### src/hdl/tts_pkg.sv
// ----------------------------------------------------------------------------
// Task table scheduler package
// Shared types and codes for the task slot table, the stack allocator and the
// round-robin tick scheduler.
// ----------------------------------------------------------------------------
package tts_pkg;

  // Operation carried by an input transaction.
  typedef enum logic [1:0] {
    KIND_CREATE = 2'd0,
    KIND_START  = 2'd1,
    KIND_TICK   = 2'd2,
    KIND_NONE   = 2'd3
  } kind_t;

  // Result codes.
  typedef enum logic [2:0] {
    STATUS_OK          = 3'd0,
    STATUS_NO_STACK    = 3'd1,
    STATUS_NOT_CREATED = 3'd2,
    STATUS_RANGE       = 3'd3,
    STATUS_NO_SLOT     = 3'd4,
    STATUS_NO_READY    = 3'd5
  } status_t;

  localparam int unsigned TaskIdW = 8;
  localparam int unsigned DescW   = 16;
  localparam int unsigned IdxW    = 3;

  // One request handed from the port side to the sequencer.
  typedef struct packed {
    kind_t              kind;
    logic [TaskIdW-1:0] task_id;
    logic [DescW-1:0]   descriptor;
  } req_t;

  // One finished result, with the strobe that marks it.
  typedef struct packed {
    logic             done;
    logic [2:0]       status;
    logic [IdxW-1:0]  slot;
    logic [IdxW-1:0]  stack_index;
    logic [DescW-1:0] entry_handle;
    logic             switched;
    logic [IdxW-1:0]  from_task;
    logic [IdxW-1:0]  to_task;
  } rsp_t;

endpackage

### src/hdl/tts_ram.sv
// ----------------------------------------------------------------------------
// Generic single-port-write RAM
// One write port and one read port with registered read data.
// ----------------------------------------------------------------------------
module tts_ram #(
  parameter int unsigned WIDTH = 16,
  parameter int unsigned DEPTH = 8
) (
  input  logic                     clk,
  input  logic                     wr_en,
  input  logic [$clog2(DEPTH)-1:0] wr_addr,
  input  logic [WIDTH-1:0]         wr_data,
  input  logic [$clog2(DEPTH)-1:0] rd_addr,
  output logic [WIDTH-1:0]         rd_data
);

  logic [WIDTH-1:0] mem [DEPTH];

  always_ff @(posedge clk) begin
    if (wr_en) begin
      mem[wr_addr] <= wr_data;
    end
    rd_data <= mem[rd_addr];
  end

endmodule

### src/hdl/tts_seq.sv
// ----------------------------------------------------------------------------
// Task table scheduler sequencer
// Holds the slot table and stack bitmap and runs every scan through one
// shared probe: one slot or one stack is examined per cycle.
// ----------------------------------------------------------------------------
module tts_seq #(
  parameter int unsigned NUM_SLOTS  = 8,
  parameter int unsigned NUM_STACKS = 8
) (
  input  logic          clk,
  input  logic          rst,
  input  logic          go,
  input  tts_pkg::req_t req,
  output logic          busy,
  output tts_pkg::rsp_t rsp
);

  localparam int unsigned SlotW = $clog2(NUM_SLOTS);
  localparam int unsigned StkW  = (NUM_STACKS > 1) ? $clog2(NUM_STACKS) : 1;
  localparam int unsigned MaxN  = (NUM_SLOTS > NUM_STACKS) ? NUM_SLOTS : NUM_STACKS;
  localparam int unsigned CntW  = $clog2(MaxN + 1);
  localparam logic [SlotW-1:0] LastSlot = SlotW'(NUM_SLOTS - 1);

  typedef enum logic [2:0] {
    S_IDLE,
    S_CREATE,
    S_CHECK,
    S_STACK,
    S_TICK
  } state_t;

  state_t                           state, state_next;
  logic [SlotW-1:0]                 ptr, ptr_next, ptr_adv, cur_adv;
  logic [CntW-1:0]                  step, step_next;
  logic [SlotW-1:0]                 cur, cur_next;
  logic [NUM_SLOTS-1:0]             created_q, ready_q;
  logic [NUM_STACKS-1:0]            bitmap;
  logic [tts_pkg::TaskIdW-1:0]      tid_q;
  logic [tts_pkg::DescW-1:0]        desc_q;
  logic [SlotW-1:0]                 tid_idx;
  logic [tts_pkg::DescW-1:0]        rd_data;
  logic                             probe, last_slot, last_stack;
  logic                             fin, set_created, set_ready, ram_wr;
  tts_pkg::rsp_t                    res_next;

  assign tid_idx    = tid_q[SlotW-1:0];
  assign ptr_adv    = (ptr == LastSlot) ? '0 : ptr + 1'b1;
  assign cur_adv    = (cur == LastSlot) ? '0 : cur + 1'b1;
  assign last_slot  = (step == CntW'(NUM_SLOTS - 1));
  assign last_stack = (step == CntW'(NUM_STACKS - 1));
  assign busy       = (state != S_IDLE) || rsp.done;
  assign ram_wr     = (state == S_CREATE) && probe;

  // The descriptor store is written by create and read back by start.
  tts_ram #(
    .WIDTH(tts_pkg::DescW),
    .DEPTH(NUM_SLOTS)
  ) u_desc_ram (
    .clk    (clk),
    .wr_en  (ram_wr),
    .wr_addr(ptr),
    .wr_data(desc_q),
    .rd_addr(tid_idx),
    .rd_data(rd_data)
  );

  // Shared probe: the one test applied to the element under the scan pointer.
  always_comb begin
    unique case (state)
      S_CREATE: probe = !created_q[ptr] && !ready_q[ptr];
      S_STACK:  probe = !bitmap[step[StkW-1:0]];
      S_TICK:   probe = ready_q[ptr];
      default:  probe = 1'b0;
    endcase
  end

  always_comb begin
    state_next  = state;
    ptr_next    = ptr;
    step_next   = step;
    cur_next    = cur;
    fin         = 1'b0;
    set_created = 1'b0;
    set_ready   = 1'b0;
    res_next    = '0;
    res_next.status = tts_pkg::STATUS_OK;
    unique case (state)
      S_IDLE: begin
        if (go) begin
          unique case (req.kind)
            tts_pkg::KIND_CREATE: begin
              ptr_next   = '0;
              step_next  = '0;
              state_next = S_CREATE;
            end
            tts_pkg::KIND_START: begin
              state_next = S_CHECK;
            end
            tts_pkg::KIND_TICK: begin
              ptr_next   = cur_adv;
              step_next  = '0;
              state_next = S_TICK;
            end
            tts_pkg::KIND_NONE: begin
              fin = 1'b1;
            end
          endcase
        end
      end
      S_CREATE: begin
        if (probe) begin
          fin           = 1'b1;
          set_created   = 1'b1;
          res_next.slot = tts_pkg::IdxW'(ptr);
        end else if (last_slot) begin
          fin             = 1'b1;
          res_next.status = tts_pkg::STATUS_NO_SLOT;
        end else begin
          ptr_next  = ptr_adv;
          step_next = step + 1'b1;
        end
      end
      S_CHECK: begin
        if (tid_q >= tts_pkg::TaskIdW'(NUM_SLOTS)) begin
          fin             = 1'b1;
          res_next.status = tts_pkg::STATUS_RANGE;
        end else if (!created_q[tid_idx]) begin
          fin             = 1'b1;
          res_next.status = tts_pkg::STATUS_NOT_CREATED;
          res_next.slot   = tid_q[tts_pkg::IdxW-1:0];
        end else begin
          step_next  = '0;
          state_next = S_STACK;
        end
      end
      S_STACK: begin
        if (probe) begin
          fin                   = 1'b1;
          set_ready             = 1'b1;
          res_next.slot         = tid_q[tts_pkg::IdxW-1:0];
          res_next.stack_index  = tts_pkg::IdxW'(step);
          res_next.entry_handle = rd_data;
        end else if (last_stack) begin
          fin             = 1'b1;
          res_next.status = tts_pkg::STATUS_NO_STACK;
          res_next.slot   = tid_q[tts_pkg::IdxW-1:0];
        end else begin
          step_next = step + 1'b1;
        end
      end
      S_TICK: begin
        if (probe) begin
          fin                = 1'b1;
          cur_next           = ptr;
          res_next.switched  = 1'b1;
          res_next.from_task = tts_pkg::IdxW'(cur);
          res_next.to_task   = tts_pkg::IdxW'(ptr);
        end else if (last_slot) begin
          fin                = 1'b1;
          res_next.status    = tts_pkg::STATUS_NO_READY;
          res_next.from_task = tts_pkg::IdxW'(cur);
          res_next.to_task   = tts_pkg::IdxW'(cur);
        end else begin
          ptr_next  = ptr_adv;
          step_next = step + 1'b1;
        end
      end
      default: begin
        state_next = S_IDLE;
      end
    endcase
    if (fin) begin
      state_next = S_IDLE;
    end
    res_next.done = fin;
  end

  always_ff @(posedge clk) begin
    if (rst) begin
      state     <= S_IDLE;
      ptr       <= '0;
      step      <= '0;
      cur       <= '0;
      created_q <= '0;
      ready_q   <= '0;
      bitmap    <= '0;
      rsp.done  <= 1'b0;
    end else begin
      state    <= state_next;
      ptr      <= ptr_next;
      step     <= step_next;
      cur      <= cur_next;
      if (fin) begin
        rsp <= res_next;
      end else begin
        rsp.done <= 1'b0;
      end
      if (set_created) begin
        created_q[ptr] <= 1'b1;
      end
      if (set_ready) begin
        created_q[tid_idx]         <= 1'b0;
        ready_q[tid_idx]           <= 1'b1;
        bitmap[step[StkW-1:0]]     <= 1'b1;
      end
    end
    if (go) begin
      tid_q  <= req.task_id;
      desc_q <= req.descriptor;
    end
  end

`ifndef SYNTHESIS
  a_state_excl: assert property (@(posedge clk) disable iff (rst)
    (created_q & ready_q) == '0)
    else $error("slot is both created and ready");

  a_stack_count: assert property (@(posedge clk) disable iff (rst)
    $countones(bitmap) == $countones(ready_q))
    else $error("stacks in use do not match ready tasks");

  a_done_pulse: assert property (@(posedge clk) disable iff (rst)
    rsp.done |=> !rsp.done)
    else $error("result strobe held for two cycles");

  a_go_idle: assert property (@(posedge clk) disable iff (rst)
    go |-> (state == S_IDLE) && !rsp.done)
    else $error("request taken while sequencer busy");
`endif

endmodule

### src/hdl/task_table_round_robin_scheduler_core.sv
// ----------------------------------------------------------------------------
// Task table round-robin scheduler core
// Task slot table with a bitmap stack allocator and a round-robin tick
// scheduler, behind valid/stall transaction ports.
// ----------------------------------------------------------------------------
// The block takes one transaction at a time and gives exactly one result for
// it. A create probes slots from slot 0 until the first empty slot or the end
// of the table, a start runs a check and, if it passes, probes stacks from
// stack 0 until a free one or the last stack, and a tick probes slots from
// the slot after the current task around to the current task. The unused
// operation code needs no probe at all. Each result then passes through the
// sequencer's result register and the output register. The single probe in
// the sequencer examines one slot or one stack per cycle. in_stall is high
// while a transaction is in work and while a finished result waits on a
// stalled output; no item is taken until the result of the previous one has
// been passed on. Descriptors live in a small RAM written by create and read
// by start; its entries need no clearing because start only reads slots that
// create has filled.
// ----------------------------------------------------------------------------
module task_table_round_robin_scheduler_core #(
  parameter int unsigned NUM_SLOTS  = 8,
  parameter int unsigned NUM_STACKS = 8
) (
  input  logic        clk,
  input  logic        rst,
  // Request channel.
  input  logic        in_valid,
  output logic        in_stall,
  input  logic [1:0]  kind,
  input  logic [7:0]  task_id,
  input  logic [15:0] descriptor,
  // Result channel.
  output logic        out_valid,
  input  logic        out_stall,
  output logic [2:0]  status,
  output logic [2:0]  slot,
  output logic [2:0]  stack_index,
  output logic [15:0] entry_handle,
  output logic        switched,
  output logic [2:0]  from_task,
  output logic [2:0]  to_task
);

  logic          go;
  logic          busy;
  tts_pkg::req_t req;
  tts_pkg::rsp_t rsp;

  // A request is taken only when the sequencer is idle and the output
  // register is free or being emptied in this same cycle.
  assign in_stall = busy || (out_valid && out_stall);
  assign go       = in_valid && !in_stall;

  assign req.kind       = tts_pkg::kind_t'(kind);
  assign req.task_id    = task_id;
  assign req.descriptor = descriptor;

  tts_seq #(
    .NUM_SLOTS (NUM_SLOTS),
    .NUM_STACKS(NUM_STACKS)
  ) u_seq (
    .clk (clk),
    .rst (rst),
    .go  (go),
    .req (req),
    .busy(busy),
    .rsp (rsp)
  );

  // Output register. A new result can only arrive once the previous one has
  // left, since no request is taken while a result is stuck here.
  always_ff @(posedge clk) begin
    if (rst) begin
      out_valid <= 1'b0;
    end else if (rsp.done) begin
      out_valid <= 1'b1;
    end else if (!out_stall) begin
      out_valid <= 1'b0;
    end
    if (rsp.done) begin
      status       <= rsp.status;
      slot         <= rsp.slot;
      stack_index  <= rsp.stack_index;
      entry_handle <= rsp.entry_handle;
      switched     <= rsp.switched;
      from_task    <= rsp.from_task;
      to_task      <= rsp.to_task;
    end
  end

endmodule

### config.mk
export PLATFORM = sky130hd
export DESIGN_NAME = task_table_round_robin_scheduler_core
export DESIGN_NICKNAME = d
export VERILOG_FILES = /design/src/hdl/tts_pkg.sv /design/src/hdl/tts_ram.sv /design/src/hdl/tts_seq.sv /design/src/hdl/task_table_round_robin_scheduler_core.sv
export SDC_FILE = /design/constraint.sdc
export NUM_CORES = 1
export LEC_CHECK = 0
export BUFFER_PORTS_ARGS = -buffer_cell sky130_fd_sc_hd__buf_4
export CAP_MARGIN = 20
export CORE_ASPECT_RATIO = 0.7
export CORE_MARGIN = 10
export CORE_UTILIZATION = 60
export CTS_CLUSTER_DIAMETER = 200
export DETAILED_ROUTE_END_ITERATION = 7
export PLACE_DENSITY = 0.77
export SYNTH_ARGS = -nofsm -noshare
export SYNTH_HDL_FRONTEND = slang
export SYNTH_HIERARCHICAL = 1
export SYNTH_SLANG_ARGS = --single-unit
### constraint.sdc
create_clock -name clk -period 4.6 [get_ports clk]
set_input_delay 0.69 -clock clk [delete_from_list [all_inputs] [get_ports clk]]
set_output_delay 0.69 -clock clk [all_outputs]
set_load 0.005 [all_outputs]
==> impl_metrics.py, run 1 <==
metrics = {
    "setup_path": {
        "crit_type": "reg2reg",
        "slowest_delay_ps": 910,
        "arrival_ps": 3970,
        "worstPathRequired_ps": 4820,
        "startpoint_type": "register",
        "r2r_end": "u_seq/rsp[25]$_SDFFCE_PP0P_",
        "regToRegStartpoint": "u_seq/ptr[0]$_SDFFE_PP0P_",
        "reg2reg_slack_ps": 850,
        "startpoint": "u_seq/ptr[0]$_SDFFE_PP0P_",
        "critPathMaxFanout": 24,
        "critPathCaptureType": "register",
        "critical-path-slowest-cell": "dfxtp_1",
        "crit_chain": "and4b_1, or4_4, nor3_4, mux2i_2, nand2_2, a22o_1, nor2b_2, buf_12",
        "r2r_cells": 8,
    },
    "final_layout": {
        "final_area_um2": 11900,
        "antenna_cells": 0,
        "area_growth_pct": 14.6,
        "drive_gt1_share_pct": 22.5,
        "nNetsFinal": 719,
    },
    "clock_tree": {
        "cts_resized": 0,
        "cts.sinks": 271,
        "clockBufferDepth": 3,
        "cts_tree": "yes",
        "post-cts-setup-buffer-count": 0,
        "holdBufCountCts": 0,
        "clk_latency_ps": 520,
        "cts_buffers": 24,
        "h-tree-depth": 1,
        "clk_pin_slew_worst_paths_ps": 70,
        "ctsRootBufferMaster": "clkbuf_16",
    },
    "routing": {
        "drt_iter0_markers": 635,
        "antenna_left": 0,
        "firstDrtPassIters": 8,
        "wirelength_um": 19700,
        "wl_per_cell_um": 21.2,
        "drc": 0,
        "viasPerCell": 6.00,
        "num_vias": 5574,
    },
    "timing": {
        "clock-skew-final_ps": 17.7,
        "rsz0062_at_grt": "no",
        "fin_tns_setup_ps": 0,
        "max_clock_freq_mhz": 267,
        "worstMarginPinSlew_ps": 919,
        "setup_viol": 0,
        "post-route-period-util_pct": 81.5,
        "hold_violations": 0,
        "setup_slack_ps": 851,
        "slew_headroom_pct": 38.7,
        "drv_slew": 0,
        "fin_crit_ps": 3750,
    },
    "global_routing": {
        "top_usage_layer": "met2",
        "grt_pass1_wl_um": 30900,
        "grt-ovfl-total": 0,
        "grt_pass1_vias": 5573,
        "grt_max_degree": 43,
        "grt_use_met3_pct": 3.52,
        "grt_use_total_pct": 17.1,
        "use_met2_pct": 27.0,
        "grt_use_met1_pct": 23.9,
        "antenna_found_initial": 0,
    },
    "floorplan": {
        "initial_utilization_pct": 60.9,
        "num_rows": 40,
        "die_area_um2": 23100,
        "core_area_um2": 17100,
        "dieHeight_um": 130,
        "ios": 64,
        "dieWidth_um": 178,
    },
    "synth": {
        "async_flop_share_pct": 0,
        "synth_edf_count": 216,
        "synthCells": 606,
        "synth-main-ff-cell": "edfxtp_1",
        "yosys_register_bits": 271,
        "synth.top_cell.area_share_pct": 62.2,
        "synth.net_count": 645,
        "ys_types": 65,
        "syn_area_per_cell_um2": 17.2,
        "synth_area_um2": 10400,
        "synth_warnings": 6,
        "yosysSeqAreaShare_pct": 72.8,
        "yosysTopAreaCell": "edfxtp_1",
        "synth_area_leaders": "edfxtp_1, dfxtp_1, mux4_1",
    },
    "min_path": {
        "min_path_type": "in2reg",
        "whs_path_depth": 1,
        "whs_endpoint": "u_seq/desc_q[7]$_DFFE_PP_",
        "worstHoldStart": "descriptor[7]",
    },
    "placed_design": {
        "place_congestion": 0.864,
        "place_area_um2": 11200,
        "io_buffers": 63,
        "dp.final_hpwl_um": 12300,
        "place_ws_ps": 955,
    },
    "run_status": {
        "status": "finished clean",
    },
    "power": {
        "power_density_nw_per_um2": 433,
        "p_leak_nw": 4.15,
        "total_power_mw": 5.17,
        "peakVddDrop_mv": 0.332,
    },
    "job": {
        "drv_cap": 0,
    },
}
==> through the flow <==
step                      cells  hold slack, ps  util [%]
after floorplan             606             400         -
after detailed placement    885             405      65.2
after global routing        929             333      69.8
after global placement      885             402      65.2
after CTS                   929             336      69.8
final                       929             345      69.8
==> cell type report <==
| cell class | instances | area [µm²] |
|---|---|---|
| Tap cell | 231 | 289 |
| Clock buffer | 33 | 696 |
| Sequential cell | 271 | 7590 |
| Inverter | 10 | 37.5 |
| Fill cell | 1097 | 5180 |
| Timing Repair Buffer | 80 | 613 |
| Multi-Input combinational cell | 293 | 2640 |
| Clock inverter | 11 | 78.8 |
==> cells in the mapped netlist (9+ instances only) <==
cell	instances
inv_1	10
clkbuf_1	13
and2_1	20
nand2_1	19
a31oi_1	13
a21oi_1	28
mux2i_1	10
mux2_2	18
ha_1	9
edfxtp_1	216
dfxtp_1	55
nand3_1	9
nor2_1	43
mux4_1	28
==> critical path, delay by kind of cell, from the launching register on <==
kind / cells / cell delay (ps)
compound gates: 1 / 270
buf+inv: 1 / 260
flops: 1 / 910
simple gates: 5 / 1860
mux: 1 / 130
==> kinds of logic after synthesis <==
kind of cell / count (synthesis) / share of synthesized area, %
buffers and inverters: 42 / 2.15
AND/OR/NAND/NOR: 144 / 7.55
AO/OA/AOI/OAI: 77 / 5.03
adder cells (fa/ha/maj): 9 / 1.08
flip-flops: 271 / 72.8
multiplexers: 63 / 11.4
==> sequential cells by signal, indices dropped and copies added (netlist names) <==
register / cells
from_task: 3
status: 3
u_seq/state: 3
u_seq/cur: 3
stack_index: 3
u_seq/u_desc_ram/mem: 128
u_seq/bitmap: 8
slot: 3
to_task: 3
u_seq/step: 4
u_seq/tid_q: 8
switched: 1
u_seq/ready_q: 8
u_seq/rsp: 33
entry_handle: 16
out_valid: 1
u_seq/created_q: 8
u_seq/desc_q: 16
u_seq/u_desc_ram/rd_data: 16
u_seq/ptr: 3
==> layer usage <==
layer / vias up / routed length (µm)
li1: 2528 / -
met1: 2788 / 8650
met2: 226 / 9100
met3: 32 / 1520
met4: 0 / 392
met5: - / 0
==> where the power goes <==
part           internal (mW)  total, mW  switching (mW)  leakage [nW]
sequential              2.78       2.87          0.0840          2.40
combinational          0.165      0.359           0.195          1.36
clock                   1.11       1.94           0.830         0.384
==> cells in the final DEF, fill, tap and decap left out, drive strengths merged, types with 3 or more instances in the layout <==
cell type | Yosys | routed
dfxtp | 55 | 55
clkinv | 0 | 9
nand3 | 9 | 9
nor2 | 44 | 44
mux4 | 34 | 34
a21oi | 28 | 28
mux2i | 11 | 11
a31oi | 13 | 13
nor3 | 10 | 10
ha | 9 | 9
and2 | 20 | 20
inv | 10 | 10
nand2 | 20 | 20
o32ai | 4 | 4
buf | 17 | 80
o21ai | 4 | 4
mux2 | 18 | 18
nand3b | 3 | 3
nor2b | 7 | 7
edfxtp | 216 | 216
a311oi | 4 | 4
a211oi | 4 | 4
nand2b | 8 | 8
a22o | 3 | 3
clkbuf | 15 | 33
and3 | 5 | 5
==> worst max path at each step <==
stage	to	slack, ps	cells after the start
after CTS	u_seq/rsp[29]$_DFFE_PP_	920	8
final	u_seq/rsp[25]$_SDFFCE_PP0P_	850	8
after detailed placement	u_seq/rsp[29]$_DFFE_PP_	950	8
after global placement	u_seq/rsp[25]$_SDFFCE_PP0P_	1080	8
after global routing	u_seq/rsp[0]$_SDFFCE_PN0P_	660	8
after floorplan	u_seq/rsp[0]$_SDFFCE_PN0P_	400	8
Note: power is estimated with default switching activity, not from simulation.
==> inputs of run 2 (changes only) <==
--- a/config.mk
+++ b/config.mk
@@ -9,10 +9,10 @@
 export CAP_MARGIN = 20
 export CORE_ASPECT_RATIO = 0.7
 export CORE_MARGIN = 10
-export CORE_UTILIZATION = 60
+export CORE_UTILIZATION = 54
 export CTS_CLUSTER_DIAMETER = 200
 export DETAILED_ROUTE_END_ITERATION = 7
-export PLACE_DENSITY = 0.77
+export PLACE_DENSITY = 0.73
 export SYNTH_ARGS = -nofsm -noshare
 export SYNTH_HDL_FRONTEND = slang
 export SYNTH_HIERARCHICAL = 1
==> constraint.sdc (replaced) <==
create_clock -name clk -period 3.3 [get_ports clk]
set_input_delay 0.495 -clock clk [delete_from_list [all_inputs] [get_ports clk]]
set_output_delay 0.495 -clock clk [all_outputs]
set_load 0.005 [all_outputs]
==> impl_metrics.py, run 2 (synthesized netlist as in run 1, its figures left out) <==
metrics = {
    "clock_tree": {
        "clk_latency_ps": 510,
        "h-tree-depth": 1,
        "cts_tree": "yes",
        "clk_pin_slew_worst_paths_ps": 60,
        "cts.sinks": 271,
        "ctsRootBufferMaster": "clkbuf_16",
        "clockBufferDepth": 3,
        "cts_buffers": 25,
    },
    "routing": {
        "num_vias": 5566,
        "wl_per_cell_um": 21.0,
        "drt_iter0_markers": 453,
        "firstDrtPassIters": 7,
        "antenna_left": 0,
        "viasPerCell": 5.85,
        "drc": 0,
        "wirelength_um": 20000,
    },
    "global_routing": {
        "grt_pass1_vias": 5340,
        "grt_max_degree": 43,
        "grt-ovfl-total": 0,
        "grt_pass1_wl_um": 30500,
        "antenna_found_initial": 1,
        "grt_use_total_pct": 15.6,
    },
    "final_layout": {
        "nNetsFinal": 730,
        "final_cells": 952,
        "antenna_cells": 0,
        "regMostFlops": "u_seq/u_desc_ram/mem",
        "final_area_um2": 12000,
        "largest_register_ffs": 128,
        "drive_gt1_share_pct": 23.5,
        "final_cell_mix": "edfxtp_1, buf_4, dfxtp_1",
        "reg.largest.list": "u_seq/u_desc_ram/mem: 128 flops, u_seq/rsp: 33 flops",
        "layout_commonest_cell": "edfxtp_1",
        "area_growth_pct": 15.3,
    },
    "setup_path": {
        "arrival_ps": 3160,
        "critPathMaxFanout": 16,
        "startpoint_type": "register",
        "crit_type": "reg2reg",
        "worstPathRequired_ps": 3440,
        "critPathCaptureType": "register",
    },
    "floorplan": {
        "initial_utilization_pct": 55.1,
        "dieHeight_um": 136,
        "die_area_um2": 25300,
        "num_rows": 42,
        "core_area_um2": 18900,
        "dieWidth_um": 186,
        "ios": 64,
    },
    "timing": {
        "setup_viol": 0,
        "max_clock_freq_mhz": 332,
        "worstMarginPinSlew_ps": 609,
        "post-route-period-util_pct": 91.2,
        "clock-skew-final_ps": 11.2,
        "slew_headroom_pct": 59.2,
        "hold-worst-slack_ps": 155,
        "drv_slew": 0,
        "fin_tns_setup_ps": 0,
        "hold_violations": 0,
        "rsz0062_at_grt": "no",
        "fin_crit_ps": 3010,
    },
    "power": {
        "peakVddDrop_mv": 0.501,
        "power_density_nw_per_um2": 597,
        "p_leak_nw": 4.19,
    },
    "run_status": {
        "status": "finished clean",
    },
    "placed_design": {
        "place_area_um2": 11200,
        "io_buffers": 63,
        "place_congestion": 0.889,
        "dp_cells": 905,
        "dp.final_hpwl_um": 12800,
    },
    "min_path": {
        "min_path_type": "in2reg",
    },
    "job": {
        "drv_cap": 0,
    },
}
run 2: changes by cell type in the layout (fill, tap and decap cells not counted):
cell / delta
inv_6: +3
clkinv_2: -3
clkinvlp_4: +1
bufinv_16: -1
clkinv_4: +1
buf_12: -1
nor2b_4: +2
nor2b_2: -1
clkbuf_8: -1
buf_4: +10
clkinv_1: +2
run 2: routing by layer:
layer,part of all wire [%],up-vias,GRT usage (%)
met2,45,230,23.8
met3,7.2,32,2.93
met1,46,2747,23.0
li1,-,2557,-
met4,1.8,0,3.62
met5,0,-,0
run 2: report_power, final:
part	leakage [nW]	internal (mW)	total, mW	switching, mW
Sequential	2.40	3.88	3.97	0.0930
Combinational	1.41	0.239	0.543	0.304
Clock	0.372	1.47	2.65	1.18
Total	4.19	5.59	7.17	1.58
run 2: per-stage QoR:
step / util [%] / power, mW / worst slack, ps
finish: 63.5 / 7.17 / 289
global route: 63.5 / 7.43 / 94.6
CTS: 63.5 / 7.22 / 112
detailed placement: 59.4 / 4.58 / 137
global placement: 59.4 / 4.56 / 291
floorplan: - / 4.37 / -70.0
run 2: path summary, 6_finish.rpt:
| path | start | endpoint | slack, ps | cells past startpoint |
|---|---|---|---|---|
| worst min-delay path | descriptor[9] | u_seq/desc_q[9]$_DFFE_PP_ | 150 | 1 |
| worst min register to register | u_seq/rsp[25]$_SDFFCE_PP0P_ | stack_index[2]$_DFFE_PP_ | 420 | 0 |
| worst max register to register | u_seq/ptr[1]$_SDFFE_PP0P_ | u_seq/rsp[25]$_SDFFCE_PP0P_ | 290 | 8 |
| worst max-delay path | u_seq/ptr[1]$_SDFFE_PP0P_ | u_seq/rsp[25]$_SDFFCE_PP0P_ | 290 | 8 |
run 2: layout make-up:
class | instances | area (µm²)
well taps | 242 | 303
multi-input cells | 294 | 2660
repair buffers | 89 | 668
clock inverters | 14 | 83.8
inverters | 10 | 37.5
clock buffers | 32 | 682
fillers | 1340 | 6900
flip-flops and latches | 271 | 7590
run 2: critical path, cell delays in order, from the launching register on:
cell,delay [ps]
dfxtp_1,630
buf_4,280
or3b_1,130
a21oi_1,70
nor3_1,380
mux2i_2,170
nand2_2,170
a22o_1,250
nor2b_4,550
run 2: what timing repair did:
| action | CTS | global route |
|---|---|---|
| buffers inserted | 0 | 0 |
| endpoints found under the setup margin | 0 | 32 |
| gates resized for setup | 0 | 1 |
| hold buffers | 0 | 0 |
==> inputs of run 3 (changes only) <==
--- a/config.mk
+++ b/config.mk
@@ -5,14 +5,15 @@
 export SDC_FILE = /design/constraint.sdc
 export NUM_CORES = 1
 export LEC_CHECK = 0
+export ABC_AREA = 1
 export BUFFER_PORTS_ARGS = -buffer_cell sky130_fd_sc_hd__buf_4
 export CAP_MARGIN = 20
 export CORE_ASPECT_RATIO = 0.7
 export CORE_MARGIN = 10
-export CORE_UTILIZATION = 54
+export CORE_UTILIZATION = 55
 export CTS_CLUSTER_DIAMETER = 200
 export DETAILED_ROUTE_END_ITERATION = 7
-export PLACE_DENSITY = 0.73
+export PLACE_DENSITY = 0.74
 export SYNTH_ARGS = -nofsm -noshare
 export SYNTH_HDL_FRONTEND = slang
 export SYNTH_HIERARCHICAL = 1
==> impl_metrics.py, run 3 <==
metrics = {
    "run_status": {
        "status": "finished clean",
    },
    "timing": {
        "drv_slew": 0,
        "clock-skew-final_ps": 11.0,
        "fin_crit_ps": 2680,
        "setup_slack_ps": 616,
        "slew_headroom_pct": 45.4,
        "rsz0062_at_grt": "no",
        "hold_violations": 0,
        "setup_viol": 0,
        "fin_tns_setup_ps": 0,
        "post-route-period-util_pct": 81.3,
        "worstMarginPinSlew_ps": 819,
        "max_clock_freq_mhz": 373,
    },
    "clock_tree": {
        "post-cts-setup-buffer-count": 0,
        "cts_buffers": 26,
        "cts_resized": 0,
        "clk_latency_ps": 520,
        "h-tree-depth": 1,
        "clk_pin_slew_worst_paths_ps": 60,
        "cts.sinks": 271,
        "clockBufferDepth": 3,
        "cts_tree": "yes",
        "ctsRootBufferMaster": "clkbuf_16",
        "holdBufCountCts": 0,
    },
    "routing": {
        "viasPerCell": 5.20,
        "num_vias": 7689,
        "wirelength_um": 24900,
        "drc": 0,
        "wl_per_cell_um": 16.8,
        "antenna_left": 0,
        "drt_iter0_markers": 885,
        "firstDrtPassIters": 6,
    },
    "synth": {
        "synth_warnings": 6,
        "synth_area_leaders": "edfxtp_1, dfxtp_1, nand2_1",
        "yosysTopAreaCell": "edfxtp_1",
        "synth_edf_count": 216,
        "synth-main-ff-cell": "edfxtp_1",
        "synthCells": 1109,
        "async_flop_share_pct": 0,
        "yosys_register_bits": 271,
        "synth.net_count": 1148,
        "ys_types": 39,
        "yosysSeqAreaShare_pct": 66.4,
        "syn_area_per_cell_um2": 10.3,
        "synth.top_cell.area_share_pct": 56.7,
        "synth_common_cells": "nand2_1, edfxtp_1, inv_1",
        "synth.most_common_cell": "nand2_1",
        "synth_area_um2": 11400,
    },
    "setup_path": {
        "critPathMaxFanout": 19,
        "arrival_ps": 2900,
        "startpoint_type": "register",
        "crit_type": "reg2reg",
        "worstPathRequired_ps": 3520,
        "critPathCaptureType": "register",
    },
    "final_layout": {
        "final_cell_mix": "nand2_1, edfxtp_1, inv_1",
        "layout_commonest_cell": "nand2_1",
        "reg.largest.list": "u_seq/u_desc_ram/mem: 128 flops, u_seq/rsp: 33 flops",
        "drive_gt1_share_pct": 14.9,
        "area_growth_pct": 14.5,
        "regMostFlops": "u_seq/u_desc_ram/mem",
        "nNetsFinal": 1223,
        "antenna_cells": 0,
        "largest_register_ffs": 128,
    },
    "floorplan": {
        "initial_utilization_pct": 55.5,
        "die_area_um2": 27000,
        "num_rows": 44,
        "dieWidth_um": 192,
        "core_area_um2": 20600,
        "dieHeight_um": 141,
        "ios": 64,
    },
    "placed_design": {
        "io_buffers": 63,
        "dp.final_hpwl_um": 16600,
        "place_congestion": 0.912,
        "place_ws_ps": 666,
    },
    "global_routing": {
        "grt_max_degree": 65,
        "grt_use_total_pct": 18.4,
        "grt_pass1_vias": 7243,
        "antenna_found_initial": 2,
        "grt-ovfl-total": 0,
        "grt_pass1_wl_um": 39600,
    },
    "min_path": {
        "min_path_type": "in2reg",
    },
    "job": {
        "drv_cap": 0,
    },
    "power": {
        "p_leak_nw": 5.59,
        "power_density_nw_per_um2": 796,
        "peakVddDrop_mv": 0.541,
    },
}
[run 3: cell types whose count changed after synthesis, moves of 15 or more]
cell     delta
buf_2      +15
mux4_1     -28
mux2_2     -18
inv_1     +187
nor2_1     +36
and2_1     -20
nand4_1    +21
nand2_1   +262
nand3_1    +76
[run 3: path summary, 6_finish.rpt]
check / start / end / slack, ps / cells past startpoint
worst max-delay path: u_seq/ptr[0]$_SDFFE_PP0P_ / u_seq/u_desc_ram/mem[2][0]$_DFFE_PP_ / 620 / 10
worst min-delay path: descriptor[8] / u_seq/desc_q[8]$_DFFE_PP_ / 150 / 1
worst max register to register: u_seq/ptr[0]$_SDFFE_PP0P_ / u_seq/u_desc_ram/mem[2][0]$_DFFE_PP_ / 620 / 10
worst min register to register: u_seq/rsp[8]$_SDFFCE_PP0P_ / entry_handle[1]$_DFFE_PP_ / 420 / 0
[run 3: critical path, stage by stage, from the launching register on]
cell     delay [ps]
dfxtp_1         740
inv_2           260
nand4_1         140
nand2_1          70
nor2_1          170
nand3_2          90
nor2_2          100
buf_4           180
nand2_1         140
nor2_1          230
buf_4           260
[run 3: layer usage]
metal / up-vias / part of all wire, % / GRT usage, %
met2: 377 / 42 / 26.5
met1: 3534 / 46 / 27.5
met5: - / 0 / 0
li1: 3731 / - / -
met4: 0 / 1.9 / 4.03
met3: 47 / 11 / 4.71
[run 3: metrics by stage]
step           cells  instance area, µm²  power [mW]  utilization, %  hold WS, ps
2_1_floorplan   1109               11400        6.56               -          400
3_3_place_gp    1431               12200        7.36            59.1          402
3_5_place_dp    1431               12200        7.40            59.1          405
4_1_cts         1479               13100        10.4            63.5          130
5_1_grt         1480               13100        11.0            63.6          128
6_report        1480               13100        10.4            63.6          146
[run 3: layout make-up]
cell class                      instances  area (µm²)
Clock buffer                           32         714
Clock inverter                         16         178
Fill cell                            1624        7500
Inverter                              210         788
Multi-Input combinational cell        586        2780
Sequential cell                       271        7590
Tap cell                              276         345
Timing Repair Buffer                   89         701
[run 3: cell families (layout without fill, tap and decap cells)]
group	count (synthesis)	after routing	synth area share [%]
AO/OA/AOI/OAI	63	63	3.16
AND/OR/NAND/NOR	514	514	20.0
flip-flops	271	271	66.4
buffers and inverters	252	347	9.48
adder cells (fa/ha/maj)	9	9	0.985
[run 3: power breakdown]
part           total (mW)  switching, mW  internal [mW]
logic                2.51           1.72          0.793
clock network        3.03           1.24           1.79
registers            4.88          0.431           4.45
